--- config.mk ---
export PLATFORM = sky130hd
export DESIGN_NAME = clock_mode_divider_planner_flat
export DESIGN_NICKNAME = d
export VERILOG_FILES = /design/src/rtl/cmdp_pkg.sv /design/src/rtl/cmdp_cmd_if.sv /design/src/rtl/cmdp_res_if.sv /design/src/rtl/cmdp_cfg_if.sv /design/src/rtl/clock_mode_divider_planner.sv /design/src/flat_wrapper.sv
export SDC_FILE = /design/constraint.sdc
export NUM_CORES = 1
export LEC_CHECK = 0
export ABC_AREA = 0
export CORE_ASPECT_RATIO = 1.4
export CORE_MARGIN = 2
export CORE_UTILIZATION = 50
export DETAILED_ROUTE_END_ITERATION = 10
export DONT_BUFFER_PORTS = 1
export PLACE_DENSITY = 0.64
export REMOVE_ABC_BUFFERS = 1
export SLEW_MARGIN = 20
export SYNTH_ARGS = -nofsm -noshare
export SYNTH_HDL_FRONTEND = slang
export SYNTH_SLANG_ARGS = --single-unit
--- constraint.sdc ---
create_clock -name clk -period 8.52 [get_ports clk]
set_input_delay 1.704 -clock clk [delete_from_list [all_inputs] [get_ports clk]]
set_output_delay 1.704 -clock clk [all_outputs]
set_load 0.05 [all_outputs]
--- src/rtl/cmdp_pkg.sv ---
`default_nettype none

package cmdp_pkg;

  // Field widths of the channels and registers.
  localparam int OP_W       = 3;
  localparam int FREQ_W     = 48;
  localparam int MODE_W     = 2;
  localparam int SRC_W      = 2;
  localparam int PRESC_W    = 3;
  localparam int MOD_W      = 16;
  localparam int BASE_W     = 28;
  localparam int SLOW_W     = 27;
  localparam int CFG_IDX_W  = 2;
  localparam int CFG_DATA_W = 28;

  // Fixed-point format and the fixed low-rate source.
  localparam int FRAC_BITS     = 16;
  localparam int SPAN_BITS     = 16;
  localparam int LOW_SOURCE_HZ = 31250;

  // Datapath widths of the setup sequencer.
  localparam int CLAMP_W    = SLOW_W + FRAC_BITS;
  localparam int NUM1_W     = BASE_W + FRAC_BITS + 1;
  localparam int R_W        = NUM1_W;
  localparam int Q2_W       = BASE_W + FRAC_BITS;
  localparam int DIV1_STEPS = MOD_W + 2;
  localparam int DS_A_W     = CLAMP_W + DIV1_STEPS;
  localparam int DS_B_W     = MOD_W + Q2_W - 1;
  localparam int DS_W       = (DS_A_W > DS_B_W) ? DS_A_W : DS_B_W;
  localparam int STEP_W     = $clog2(Q2_W);

  localparam logic [MOD_W-1:0]   MOD_LIMIT   = 16'hFFFE;
  localparam logic [MOD_W-1:0]   RST_MODULUS = 16'd599;
  localparam logic [PRESC_W-1:0] PRESC_LAST  = 3'd6;
  localparam logic [PRESC_W-1:0] PRESC_MAX   = 3'd7;

  // Reset values of the registers.
  localparam logic [BASE_W-1:0] RST_BUS_HZ      = 28'd60000000;
  localparam logic [SLOW_W-1:0] RST_SLOW_MAX_HZ = 27'd8000000;
  localparam logic [BASE_W-1:0] RST_FAST_HZ     = 28'd20000000;
  localparam logic [FREQ_W-1:0] RST_SLOW_FREQ   = FREQ_W'(100000) << FRAC_BITS;

  typedef enum logic [MODE_W-1:0] {
    MODE_FAST  = 2'd0,
    MODE_SLOW  = 2'd1,
    MODE_SUPER = 2'd2,
    MODE_STOP  = 2'd3
  } mode_t;

  typedef enum logic [OP_W-1:0] {
    OP_INDEP  = 3'd0,
    OP_SUPER  = 3'd1,
    OP_STOP   = 3'd2,
    OP_PAUSE  = 3'd3,
    OP_RESUME = 3'd4
  } op_t;

  typedef enum logic [CFG_IDX_W-1:0] {
    REG_BUS_HZ   = 2'd0,
    REG_SLOW_MAX = 2'd1,
    REG_FAST_HZ  = 2'd2
  } reg_idx_t;

  localparam logic [SRC_W-1:0] SRC_BUS = 2'd1;
  localparam logic [SRC_W-1:0] SRC_LOW = 2'd2;

  // Smallest q with q * 2^SPAN_BITS >= hz in fixed point.
  function automatic logic [FREQ_W-1:0] span_threshold(input logic [BASE_W-1:0] hz);
    logic [BASE_W+FRAC_BITS:0] x;
    x = (BASE_W + FRAC_BITS + 1)'(hz) << FRAC_BITS;
    x = x + (BASE_W + FRAC_BITS + 1)'((1 << SPAN_BITS) - 1);
    return FREQ_W'(x >> SPAN_BITS);
  endfunction

endpackage

`default_nettype wire

--- src/rtl/cmdp_cmd_if.sv ---
`default_nettype none

// Command channel: operation code and requested frequency.
interface cmdp_cmd_if;
  logic                         valid;
  logic                         ready;
  logic [cmdp_pkg::OP_W-1:0]    operation;
  logic [cmdp_pkg::FREQ_W-1:0]  request_freq;

  modport source (output valid, output operation, output request_freq, input ready);
  modport sink   (input valid, input operation, input request_freq, output ready);
endinterface

`default_nettype wire

--- src/rtl/cmdp_res_if.sv ---
`default_nettype none

// Result channel: clock mode and timer programming.
interface cmdp_res_if;
  logic                          valid;
  logic                          ready;
  logic [cmdp_pkg::MODE_W-1:0]   mode;
  logic                          runs_alone;
  logic [cmdp_pkg::SRC_W-1:0]    source_select;
  logic [cmdp_pkg::PRESC_W-1:0]  prescale_out;
  logic [cmdp_pkg::MOD_W-1:0]    modulus_out;
  logic [cmdp_pkg::MOD_W-1:0]    compare_out;
  logic [cmdp_pkg::FREQ_W-1:0]   reported_freq;
  logic [cmdp_pkg::FREQ_W-1:0]   requested_out;

  modport source (output valid, output mode, output runs_alone, output source_select,
                  output prescale_out, output modulus_out, output compare_out,
                  output reported_freq, output requested_out, input ready);
  modport sink   (input valid, input mode, input runs_alone, input source_select,
                  input prescale_out, input modulus_out, input compare_out,
                  input reported_freq, input requested_out, output ready);
endinterface

`default_nettype wire

--- src/rtl/cmdp_cfg_if.sv ---
`default_nettype none

// Register write channel.
interface cmdp_cfg_if;
  logic                              valid;
  logic                              ready;
  logic [cmdp_pkg::CFG_IDX_W-1:0]    reg_index;
  logic [cmdp_pkg::CFG_DATA_W-1:0]   wr_data;

  modport source (output valid, output reg_index, output wr_data, input ready);
  modport sink   (input valid, input reg_index, input wr_data, output ready);
endinterface

`default_nettype wire

--- src/rtl/clock_mode_divider_planner.sv ---
// Channel   Direction  Handshake     Payload
// cmd       in         valid/ready   operation, request_freq
// res       out        valid/ready   mode, runs_alone, source_select, prescale_out,
//                                    modulus_out, compare_out, reported_freq,
//                                    requested_out
// cfg       in         valid/ready   reg_index, wr_data (always ready)
//
// A command that needs no timer setup goes from acceptance through the decode and done
// states into the output register.
// A command with timer setup passes through decode, source choice, up to seven prescale
// tests, an 18-step modulus division and a fix-up step (both skipped when the modulus is
// set directly), a load step, a 44-step frequency division and the output step; both
// divisions share one restoring divider that retires one quotient bit per cycle.
// One command is worked on at a time; a new one is taken as soon as the
// previous result sits in the output register, and a stalled result holds the block.
// Reset is synchronous, active high.
`default_nettype none

module clock_mode_divider_planner (
  input  wire logic        clk,
  input  wire logic        rst,
  cmdp_cmd_if.sink         cmd,
  cmdp_res_if.source       res,
  cmdp_cfg_if.sink         cfg
);

  typedef enum logic [3:0] {
    ST_IDLE,
    ST_DECODE,
    ST_SOURCE,
    ST_PRESC,
    ST_MODSET,
    ST_DIVA,
    ST_MODFIX,
    ST_DIVB_LOAD,
    ST_DIVB,
    ST_DONE
  } state_t;

  state_t state;

  // Configuration registers.
  logic [cmdp_pkg::BASE_W-1:0] bus_clock_hz;
  logic [cmdp_pkg::SLOW_W-1:0] slow_max_hz;
  logic [cmdp_pkg::BASE_W-1:0] fast_clock_hz;

  // Architectural state.
  cmdp_pkg::mode_t              cur_mode;
  cmdp_pkg::mode_t              saved_mode;
  cmdp_pkg::mode_t              pend_mode;
  logic [cmdp_pkg::FREQ_W-1:0]  requested_freq;
  logic [cmdp_pkg::FREQ_W-1:0]  achieved_freq;
  logic [cmdp_pkg::SRC_W-1:0]   source_sel;
  logic [cmdp_pkg::PRESC_W-1:0] prescale;
  logic [cmdp_pkg::MOD_W-1:0]   modulus;

  // Command and setup working registers.
  cmdp_pkg::op_t                 op_r;
  logic [cmdp_pkg::FREQ_W-1:0]   freq_r;
  logic [cmdp_pkg::CLAMP_W-1:0]  work_f;
  logic [cmdp_pkg::BASE_W-1:0]   bp;
  logic [cmdp_pkg::R_W-1:0]      rem;
  logic [cmdp_pkg::DS_W-1:0]     dsh;
  logic [cmdp_pkg::Q2_W-1:0]     quo;
  logic [cmdp_pkg::STEP_W-1:0]   step_cnt;

  // Decoder outputs.
  logic                          dec_setup;
  logic                          dec_save;
  logic [cmdp_pkg::FREQ_W-1:0]   dec_freq;
  cmdp_pkg::mode_t               dec_mode;

  // Datapath signals.
  logic [cmdp_pkg::FREQ_W-1:0]       fmax;
  logic [cmdp_pkg::CLAMP_W-1:0]      clamped;
  logic [cmdp_pkg::FREQ_W-1:0]       f_ext;
  logic                              low_src;
  logic                              presc_hit;
  logic [cmdp_pkg::NUM1_W-1:0]       num1;
  logic [cmdp_pkg::NUM1_W-1:0]       f_num;
  logic                              div_ge;
  logic [cmdp_pkg::R_W-1:0]          rem_sub;
  logic [cmdp_pkg::Q2_W-1:0]         quo_next;
  logic [cmdp_pkg::DIV1_STEPS-1:0]   q1;
  logic [cmdp_pkg::MOD_W-1:0]        mod_from_q;
  logic [cmdp_pkg::MOD_W-1:0]        den;
  logic [cmdp_pkg::NUM1_W-1:0]       num2;
  logic [cmdp_pkg::FREQ_W-1:0]       report;
  logic                              indep_nop;
  logic                              out_free;

  assign cmd.ready = (state == ST_IDLE);
  assign cfg.ready = 1'b1;
  assign out_free  = !res.valid || res.ready;

  assign fmax  = cmdp_pkg::FREQ_W'(slow_max_hz) << cmdp_pkg::FRAC_BITS;
  assign f_ext = cmdp_pkg::FREQ_W'(work_f);

  // Command decoding: target mode and whether a timer setup is needed.
  assign indep_nop = (freq_r == '0 && cur_mode == cmdp_pkg::MODE_STOP)
                  || (freq_r == requested_freq && cur_mode == cmdp_pkg::MODE_SLOW)
                  || (freq_r > fmax && cur_mode == cmdp_pkg::MODE_FAST);

  always_comb begin
    dec_setup = 1'b0;
    dec_save  = 1'b0;
    dec_freq  = freq_r;
    dec_mode  = cur_mode;
    case (op_r)
      cmdp_pkg::OP_INDEP: begin
        if (!indep_nop) begin
          if (freq_r == '0) begin
            dec_mode = cmdp_pkg::MODE_STOP;
          end else if (freq_r > fmax) begin
            dec_mode = cmdp_pkg::MODE_FAST;
          end else begin
            dec_mode  = cmdp_pkg::MODE_SLOW;
            dec_setup = 1'b1;
          end
        end
      end
      cmdp_pkg::OP_SUPER: begin
        if (!(freq_r == requested_freq && cur_mode == cmdp_pkg::MODE_SUPER)) begin
          dec_mode  = cmdp_pkg::MODE_SUPER;
          dec_setup = 1'b1;
        end
      end
      cmdp_pkg::OP_STOP: begin
        dec_mode = cmdp_pkg::MODE_STOP;
      end
      cmdp_pkg::OP_PAUSE: begin
        dec_save = 1'b1;
        dec_mode = cmdp_pkg::MODE_STOP;
      end
      cmdp_pkg::OP_RESUME: begin
        case (saved_mode)
          cmdp_pkg::MODE_SUPER: dec_mode = cmdp_pkg::MODE_SUPER;
          cmdp_pkg::MODE_FAST:  dec_mode = cmdp_pkg::MODE_FAST;
          cmdp_pkg::MODE_SLOW: begin
            dec_mode  = cmdp_pkg::MODE_SLOW;
            dec_setup = 1'b1;
            dec_freq  = requested_freq;
          end
          default: dec_mode = cur_mode;
        endcase
      end
      default: dec_mode = cur_mode;
    endcase
  end

  // Clamp to the slow maximum, then source choice and prescale test.
  assign clamped   = (dec_freq >= fmax) ? fmax[cmdp_pkg::CLAMP_W-1:0]
                                        : dec_freq[cmdp_pkg::CLAMP_W-1:0];
  assign low_src   = f_ext < cmdp_pkg::span_threshold(bus_clock_hz >> 7);
  assign presc_hit = f_ext >= cmdp_pkg::span_threshold(bp);

  // Modulus numerator, twice the scaled base.
  assign num1  = cmdp_pkg::NUM1_W'(bp) << (cmdp_pkg::FRAC_BITS + 1);
  assign f_num = cmdp_pkg::NUM1_W'(work_f);

  // One restoring division step, shared by both divisions.
  assign div_ge   = cmdp_pkg::DS_W'(rem) >= dsh;
  assign rem_sub  = rem - dsh[cmdp_pkg::R_W-1:0];
  assign quo_next = {quo[cmdp_pkg::Q2_W-2:0], div_ge};

  // Odd modulus, saturated at the limit.
  assign q1         = quo[cmdp_pkg::DIV1_STEPS-1:0];
  assign mod_from_q = (q1 >= cmdp_pkg::DIV1_STEPS'(cmdp_pkg::MOD_LIMIT))
                    ? cmdp_pkg::MOD_LIMIT
                    : (q1[cmdp_pkg::MOD_W-1:0] | cmdp_pkg::MOD_W'(1));

  // Achieved-frequency numerator, rounded to nearest.
  assign den  = modulus + cmdp_pkg::MOD_W'(1);
  assign num2 = (cmdp_pkg::NUM1_W'(bp) << cmdp_pkg::FRAC_BITS)
              + cmdp_pkg::NUM1_W'(den >> 1);

  // Frequency shown for the mode being entered.
  always_comb begin
    case (pend_mode)
      cmdp_pkg::MODE_FAST: report = cmdp_pkg::FREQ_W'(fast_clock_hz) << cmdp_pkg::FRAC_BITS;
      cmdp_pkg::MODE_STOP: report = '0;
      default:             report = achieved_freq;
    endcase
  end

  // Sequencer, state and result register.
  always_ff @(posedge clk) begin
    if (rst) begin
      state          <= ST_IDLE;
      bus_clock_hz   <= cmdp_pkg::RST_BUS_HZ;
      slow_max_hz    <= cmdp_pkg::RST_SLOW_MAX_HZ;
      fast_clock_hz  <= cmdp_pkg::RST_FAST_HZ;
      cur_mode       <= cmdp_pkg::MODE_STOP;
      saved_mode     <= cmdp_pkg::MODE_FAST;
      pend_mode      <= cmdp_pkg::MODE_STOP;
      requested_freq <= cmdp_pkg::RST_SLOW_FREQ;
      achieved_freq  <= cmdp_pkg::RST_SLOW_FREQ;
      source_sel     <= cmdp_pkg::SRC_BUS;
      prescale       <= '0;
      modulus        <= cmdp_pkg::RST_MODULUS;
      res.valid      <= 1'b0;
    end else begin
      if (cfg.valid) begin
        case (cfg.reg_index)
          cmdp_pkg::REG_BUS_HZ:   bus_clock_hz  <= cfg.wr_data;
          cmdp_pkg::REG_SLOW_MAX: slow_max_hz   <= cfg.wr_data[cmdp_pkg::SLOW_W-1:0];
          cmdp_pkg::REG_FAST_HZ:  fast_clock_hz <= cfg.wr_data;
          default: ;
        endcase
      end

      // A taken result clears the output register unless a new one replaces it.
      if (res.valid && res.ready && state != ST_DONE) begin
        res.valid <= 1'b0;
      end

      case (state)
        ST_IDLE: begin
          if (cmd.valid) begin
            op_r   <= cmdp_pkg::op_t'(cmd.operation);
            freq_r <= cmd.request_freq;
            state  <= ST_DECODE;
          end
        end
        ST_DECODE: begin
          pend_mode <= dec_mode;
          work_f    <= clamped;
          if (dec_save) begin
            saved_mode <= cur_mode;
          end
          state <= dec_setup ? ST_SOURCE : ST_DONE;
        end
        ST_SOURCE: begin
          source_sel <= low_src ? cmdp_pkg::SRC_LOW : cmdp_pkg::SRC_BUS;
          bp         <= low_src ? cmdp_pkg::BASE_W'(cmdp_pkg::LOW_SOURCE_HZ) : bus_clock_hz;
          prescale   <= '0;
          state      <= ST_PRESC;
        end
        ST_PRESC: begin
          // One prescale tried per cycle; the base halves as it advances.
          if (presc_hit) begin
            state <= ST_MODSET;
          end else begin
            bp <= bp >> 1;
            if (prescale == cmdp_pkg::PRESC_LAST) begin
              prescale <= cmdp_pkg::PRESC_MAX;
              state    <= ST_MODSET;
            end else begin
              prescale <= prescale + cmdp_pkg::PRESC_W'(1);
            end
          end
        end
        ST_MODSET: begin
          if (work_f == '0) begin
            modulus <= cmdp_pkg::MOD_LIMIT;
            state   <= ST_DIVB_LOAD;
          end else if (num1 < f_num) begin
            modulus <= cmdp_pkg::MOD_W'(1);
            state   <= ST_DIVB_LOAD;
          end else begin
            rem      <= num1 - f_num;
            dsh      <= cmdp_pkg::DS_W'(work_f) << cmdp_pkg::DIV1_STEPS;
            quo      <= '0;
            step_cnt <= cmdp_pkg::STEP_W'(cmdp_pkg::DIV1_STEPS - 1);
            state    <= ST_DIVA;
          end
        end
        ST_DIVA: begin
          if (div_ge) begin
            rem <= rem_sub;
          end
          quo      <= quo_next;
          dsh      <= dsh >> 1;
          step_cnt <= step_cnt - cmdp_pkg::STEP_W'(1);
          if (step_cnt == '0) begin
            state <= ST_MODFIX;
          end
        end
        ST_MODFIX: begin
          modulus <= mod_from_q;
          state   <= ST_DIVB_LOAD;
        end
        ST_DIVB_LOAD: begin
          rem      <= num2;
          dsh      <= cmdp_pkg::DS_W'(den) << (cmdp_pkg::Q2_W - 1);
          quo      <= '0;
          step_cnt <= cmdp_pkg::STEP_W'(cmdp_pkg::Q2_W - 1);
          state    <= ST_DIVB;
        end
        ST_DIVB: begin
          if (div_ge) begin
            rem <= rem_sub;
          end
          quo      <= quo_next;
          dsh      <= dsh >> 1;
          step_cnt <= step_cnt - cmdp_pkg::STEP_W'(1);
          if (step_cnt == '0) begin
            achieved_freq  <= cmdp_pkg::FREQ_W'(quo_next);
            requested_freq <= f_ext;
            state          <= ST_DONE;
          end
        end
        ST_DONE: begin
          // Result leaves once the output register is free.
          if (out_free) begin
            cur_mode          <= pend_mode;
            res.valid         <= 1'b1;
            res.mode          <= pend_mode;
            res.runs_alone    <= (pend_mode == cmdp_pkg::MODE_FAST)
                              || (pend_mode == cmdp_pkg::MODE_SLOW);
            res.source_select <= source_sel;
            res.prescale_out  <= prescale;
            res.modulus_out   <= modulus;
            res.compare_out   <= cmdp_pkg::MOD_W'(1) + (modulus >> 1);
            res.reported_freq <= report;
            res.requested_out <= requested_freq;
            state             <= ST_IDLE;
          end else if (res.valid && res.ready) begin
            res.valid <= 1'b0;
          end
        end
        default: state <= ST_IDLE;
      endcase
    end
  end

endmodule

`default_nettype wire

--- src/flat_wrapper.sv ---
// flat-port wrapper written by rule: the top's interface ports become plain ports
module clock_mode_divider_planner_flat 
  (clk, rst, cmd_valid, cmd_operation, cmd_request_freq, cmd_ready, res_valid, res_mode, res_runs_alone, res_source_select, res_prescale_out, res_modulus_out, res_compare_out, res_reported_freq, res_requested_out, res_ready, cfg_valid, cfg_reg_index, cfg_wr_data, cfg_ready);
  cmdp_cmd_if cmd_i ();
  cmdp_res_if res_i ();
  cmdp_cfg_if cfg_i ();
  input  wire logic clk;
  input  wire logic rst;
  input wire logic [$bits(cmd_i.valid)-1:0] cmd_valid;
  input wire logic [$bits(cmd_i.operation)-1:0] cmd_operation;
  input wire logic [$bits(cmd_i.request_freq)-1:0] cmd_request_freq;
  output wire logic [$bits(cmd_i.ready)-1:0] cmd_ready;
  output wire logic [$bits(res_i.valid)-1:0] res_valid;
  output wire logic [$bits(res_i.mode)-1:0] res_mode;
  output wire logic [$bits(res_i.runs_alone)-1:0] res_runs_alone;
  output wire logic [$bits(res_i.source_select)-1:0] res_source_select;
  output wire logic [$bits(res_i.prescale_out)-1:0] res_prescale_out;
  output wire logic [$bits(res_i.modulus_out)-1:0] res_modulus_out;
  output wire logic [$bits(res_i.compare_out)-1:0] res_compare_out;
  output wire logic [$bits(res_i.reported_freq)-1:0] res_reported_freq;
  output wire logic [$bits(res_i.requested_out)-1:0] res_requested_out;
  input wire logic [$bits(res_i.ready)-1:0] res_ready;
  input wire logic [$bits(cfg_i.valid)-1:0] cfg_valid;
  input wire logic [$bits(cfg_i.reg_index)-1:0] cfg_reg_index;
  input wire logic [$bits(cfg_i.wr_data)-1:0] cfg_wr_data;
  output wire logic [$bits(cfg_i.ready)-1:0] cfg_ready;
  assign cmd_i.valid = cmd_valid;
  assign cmd_i.operation = cmd_operation;
  assign cmd_i.request_freq = cmd_request_freq;
  assign cmd_ready = cmd_i.ready;
  assign res_valid = res_i.valid;
  assign res_mode = res_i.mode;
  assign res_runs_alone = res_i.runs_alone;
  assign res_source_select = res_i.source_select;
  assign res_prescale_out = res_i.prescale_out;
  assign res_modulus_out = res_i.modulus_out;
  assign res_compare_out = res_i.compare_out;
  assign res_reported_freq = res_i.reported_freq;
  assign res_requested_out = res_i.requested_out;
  assign res_i.ready = res_ready;
  assign cfg_i.valid = cfg_valid;
  assign cfg_i.reg_index = cfg_reg_index;
  assign cfg_i.wr_data = cfg_wr_data;
  assign cfg_ready = cfg_i.ready;
  clock_mode_divider_planner u_core (.clk(clk), .rst(rst), .cmd(cmd_i), .res(res_i), .cfg(cfg_i));
endmodule
==> metrics <==
status=finished, final reports clean; fmax=around 200 MHz; pre-CTS setup slack=3.68 ns; HPWL after detailed placement=about 73000 um; CP peak stage delay=0.66 ns; final-stage net count=3373; Total GRT Usage=30.8%; GRT Residual Overflow=0; Vias/cell=6.02; FILL cells=about 5700; Core Region=approximately 0.062 mm^2; RR Endpoint=u_core.work_f[27]; TritonCTS Buffers=between 50 and 60; Tightest Pin Transition=about 1.1 ns; RSZ-0062 raised after global routing=no; initial antenna violation count=5; Clock Sinks=a little over 600; Hold Buf Count CTS=0; post-synthesis async set-or-reset flop share=0%; pwr/cell area=approximately 270 mW/mm^2; max-cap violations=0; Initial Utilization=between 50% and 60%; Hold Vio Cnt, Final=0; Synth Area per Inst=9.83 um^2; skew final=0.0256 ns; Post-DRT Antenna Nets=0; slew margin rel.=between 20% and 30%; FF-to-FF path depth=16; Main synth FF type=edfxtp_1; Setup crit end kind=register; VDD IR max=around 0.19 mV; crit path time final=roughly 4.9 ns; Die Ht=300 um; slowest CP cell=a221oi_1; row cnt=~110; worst path arrival time=roughly 5.3 ns; r2r setup slk=3.59 ns; Worst Setup Path Type=register to register; sequential area share after synthesis=roughly 52%; CP max FO=42; CTS max path bufs=3; Leakage=between 10 and 15 nW; TritonRoute pass-1 iters=6; Mapped Area=roughly 0.031 mm^2; WHS Endpoint=u_core.achieved_freq[4]; Hold Path Class=register to register; startpoint types=register; Worst-Skew Late Latency=0.65 ns; final setup TNS=0 ns; WHS=between 0.4 and 0.5 ns; # IOs=between 200 and 250; Final Cycle Share=between 50 and 60%; CP cell instances=nor3_1 > and3_1 > buf_4 > nand2_1 > nand2_1 > ha_1 > nor2b_1 > o21a_1 > o21ai_1 > a21oi_1 > a2111oi_0 > o21ai_0 > a221oi_1 > o31ai_4 > buf_4 > mux2_2; Iteration-0 DRC Markers=2251; Final Setup Violations=0; # DRC=0; clock slew at reported path FFs=around 0.060 ns; gp weighted congestion=just under 1; via count=around 24000; PortBufs=0; EDFF count, synth=about 400; global-route wire length before repair=~150000 um; H-Tree Depth=2; origin of the critical flop-to-flop path=u_core.op_r[1]; Worst EP required=around 8.9 ns; # resized after CTS=0; hold depth=2; CTS tree=done; number of synthesized register bits=approximately 610; count of different cell masters after synthesis=93; Post-Synthesis Cells=roughly 3200; Routed WL per cell=about 25 um; vias in the first global route=between 20000 and 25000; DIE AREA=0.0645 mm^2; Slew Viols, Final=0; Finished Cell Area=roughly 0.034 mm^2; total setup buffers inserted after CTS=0; largest net degree at the start of global routing=between 150 and 200; die width=215 um; HP Start=u_core.achieved_freq[4]; placed inst area=approximately 0.032 mm^2; final WL=101000 um; area grow syn2layout=8.98%; CTS root buf=clkbuf_16; proportion of layout cells with a drive suffix above 1=6.50%; fin util=a little over half; Synth warnings=0; post-route setup slack=about 3.6 ns
state kept, by name (all words and copies together), names as in the netlist, 16 cells and up:
name and cells:
u_core.bp 28, u_core.res.modulus_out 16, u_core.freq_r 48, u_core.achieved_freq 44, u_core.work_f 43, u_core.res.compare_out 16, u_core.bus_clock_hz 28, u_core.res.requested_out 43
u_core.rem 45, u_core.requested_freq 43, u_core.fast_clock_hz 28, u_core.quo 43, u_core.slow_max_hz 27, u_core.modulus 16, u_core.res.reported_freq 44, u_core.dsh 61
cell families after synthesis:
| group | synth area share (%) |
|---|---|
| buffers and inverters | 4.38 |
| adder cells (fa/ha/maj) | 7.36 |
| flip-flops | 51.8 |
| AND/OR/NAND/NOR | 16.3 |
| multiplexers | 1.26 |
| other | 0.0241 |
| XOR/XNOR | 4.10 |
| AO/OA/AOI/OAI | 14.8 |
worst max path at each step:
stage,startpoint,endpoint,slack [ns],cells after the start
2_1_floorplan,res_ready,u_core.res.compare_out[0],0.56,3
3_3_place_gp,u_core.op_r[1],u_core.work_f[24],3.79,16
3_5_place_dp,u_core.op_r[1],u_core.work_f[27],3.68,16
4_1_cts,u_core.op_r[1],u_core.work_f[27],3.64,16
5_1_grt,u_core.op_r[1],u_core.work_f[29],3.40,16
6_report,u_core.op_r[1],u_core.work_f[27],3.59,16
cells in the mapped netlist, types with 15 or more instances:
master / number / area share [%]
and2_1: 65 / 1.3
buf_1: 15 / 0.18
o21a_1: 17 / 0.41
o21ai_0: 135 / 2.2
a31oi_1: 23 / 0.46
nand2b_1: 22 / 0.44
nand3_1: 70 / 1.1
edfxtp_1: 404 / 39
xnor2_1: 93 / 2.6
nor4_1: 31 / 0.62
mux2_2: 27 / 0.97
nand2_1: 647 / 7.8
a22oi_1: 23 / 0.55
ha_1: 182 / 7.3
xor2_1: 53 / 1.5
clkbuf_1: 136 / 1.6
nor3_1: 40 / 0.64
o221ai_1: 16 / 0.45
dfxtp_1: 202 / 13
and3_1: 15 / 0.30
a21o_1: 66 / 1.6
nor2_1: 116 / 1.4
a21oi_1: 263 / 4.2
nor2b_1: 15 / 0.30
o211ai_1: 34 / 0.82
o22ai_1: 36 / 0.72
inv_1: 178 / 2.1
nand4_1: 52 / 1.0
power breakdown:
part           switching [W]  leakage, nW  total (W)  internal [W]
Sequential          0.000420         5.32    0.00403       0.00361
Clock                0.00118         1.02    0.00281       0.00163
Combinational        0.00160         6.39    0.00242      0.000820
cell type report:
| cell class | instances | area [um^2] | share of cell area, % |
|---|---|---|---|
| Multi-Input combinational cell | 2228 | 13800 | 40.6 |
| Inverter | 179 | 672 | 1.97 |
| Clock inverter | 28 | 344 | 1.01 |
| Tap cell | 825 | 1030 | 3.03 |
| Clock buffer | 82 | 1730 | 5.08 |
| Antenna cell | 4 | 10.0 | 0.0294 |
| Sequential cell | 606 | 16200 | 47.5 |
| Timing Repair Buffer | 31 | 244 | 0.717 |
placed cells by master (no fill, tap or decap), drive strengths merged, types with 41 or more instances in the layout:
cell,n
nand2,647
edfxtp,404
a21oi,263
dfxtp,202
ha,182
inv,179
o21ai,142
nor2,116
xnor2,93
clkbuf,82
nand3,71
a21o,67
and2,66
xor2,53
nand4,53
nor3,41
stage by stage:
| step | std cells | total power [W] |
|---|---|---|
| detailed placement | 3868 | 0.00645 |
| global placement | 3866 | 0.00641 |
| finish | 3983 | 0.00926 |
| floorplan | 3013 | 0.00562 |
| global route | 3981 | 0.00965 |
| CTS | 3978 | 0.00925 |
worst max-delay path, delay by kind of cell (launching register included):
family | cells | cell delay (ns)
muxes | 1 | 0.34
and+or+nand+nor | 5 | 0.94
AOI/OAI and AO/OA | 7 | 1.84
adders and majority gates | 1 | 0.24
buffers and inverters | 2 | 0.79
DFF | 1 | 0.45
metal layers:
| metal | vias up | global-route usage, % | part of all wire, % |
|---|---|---|---|
| met1 | 11700 | 36.9 | 39 |
| met3 | 243 | 4.79 | 5.8 |
| met4 | 6 | 15.3 | 5.5 |
| met5 | - | 0 | 0.043 |
| li1 | 11200 | - | - |
| met2 | 919 | 53.7 | 50 |
Note: power is estimated with default switching activity, not from simulation.
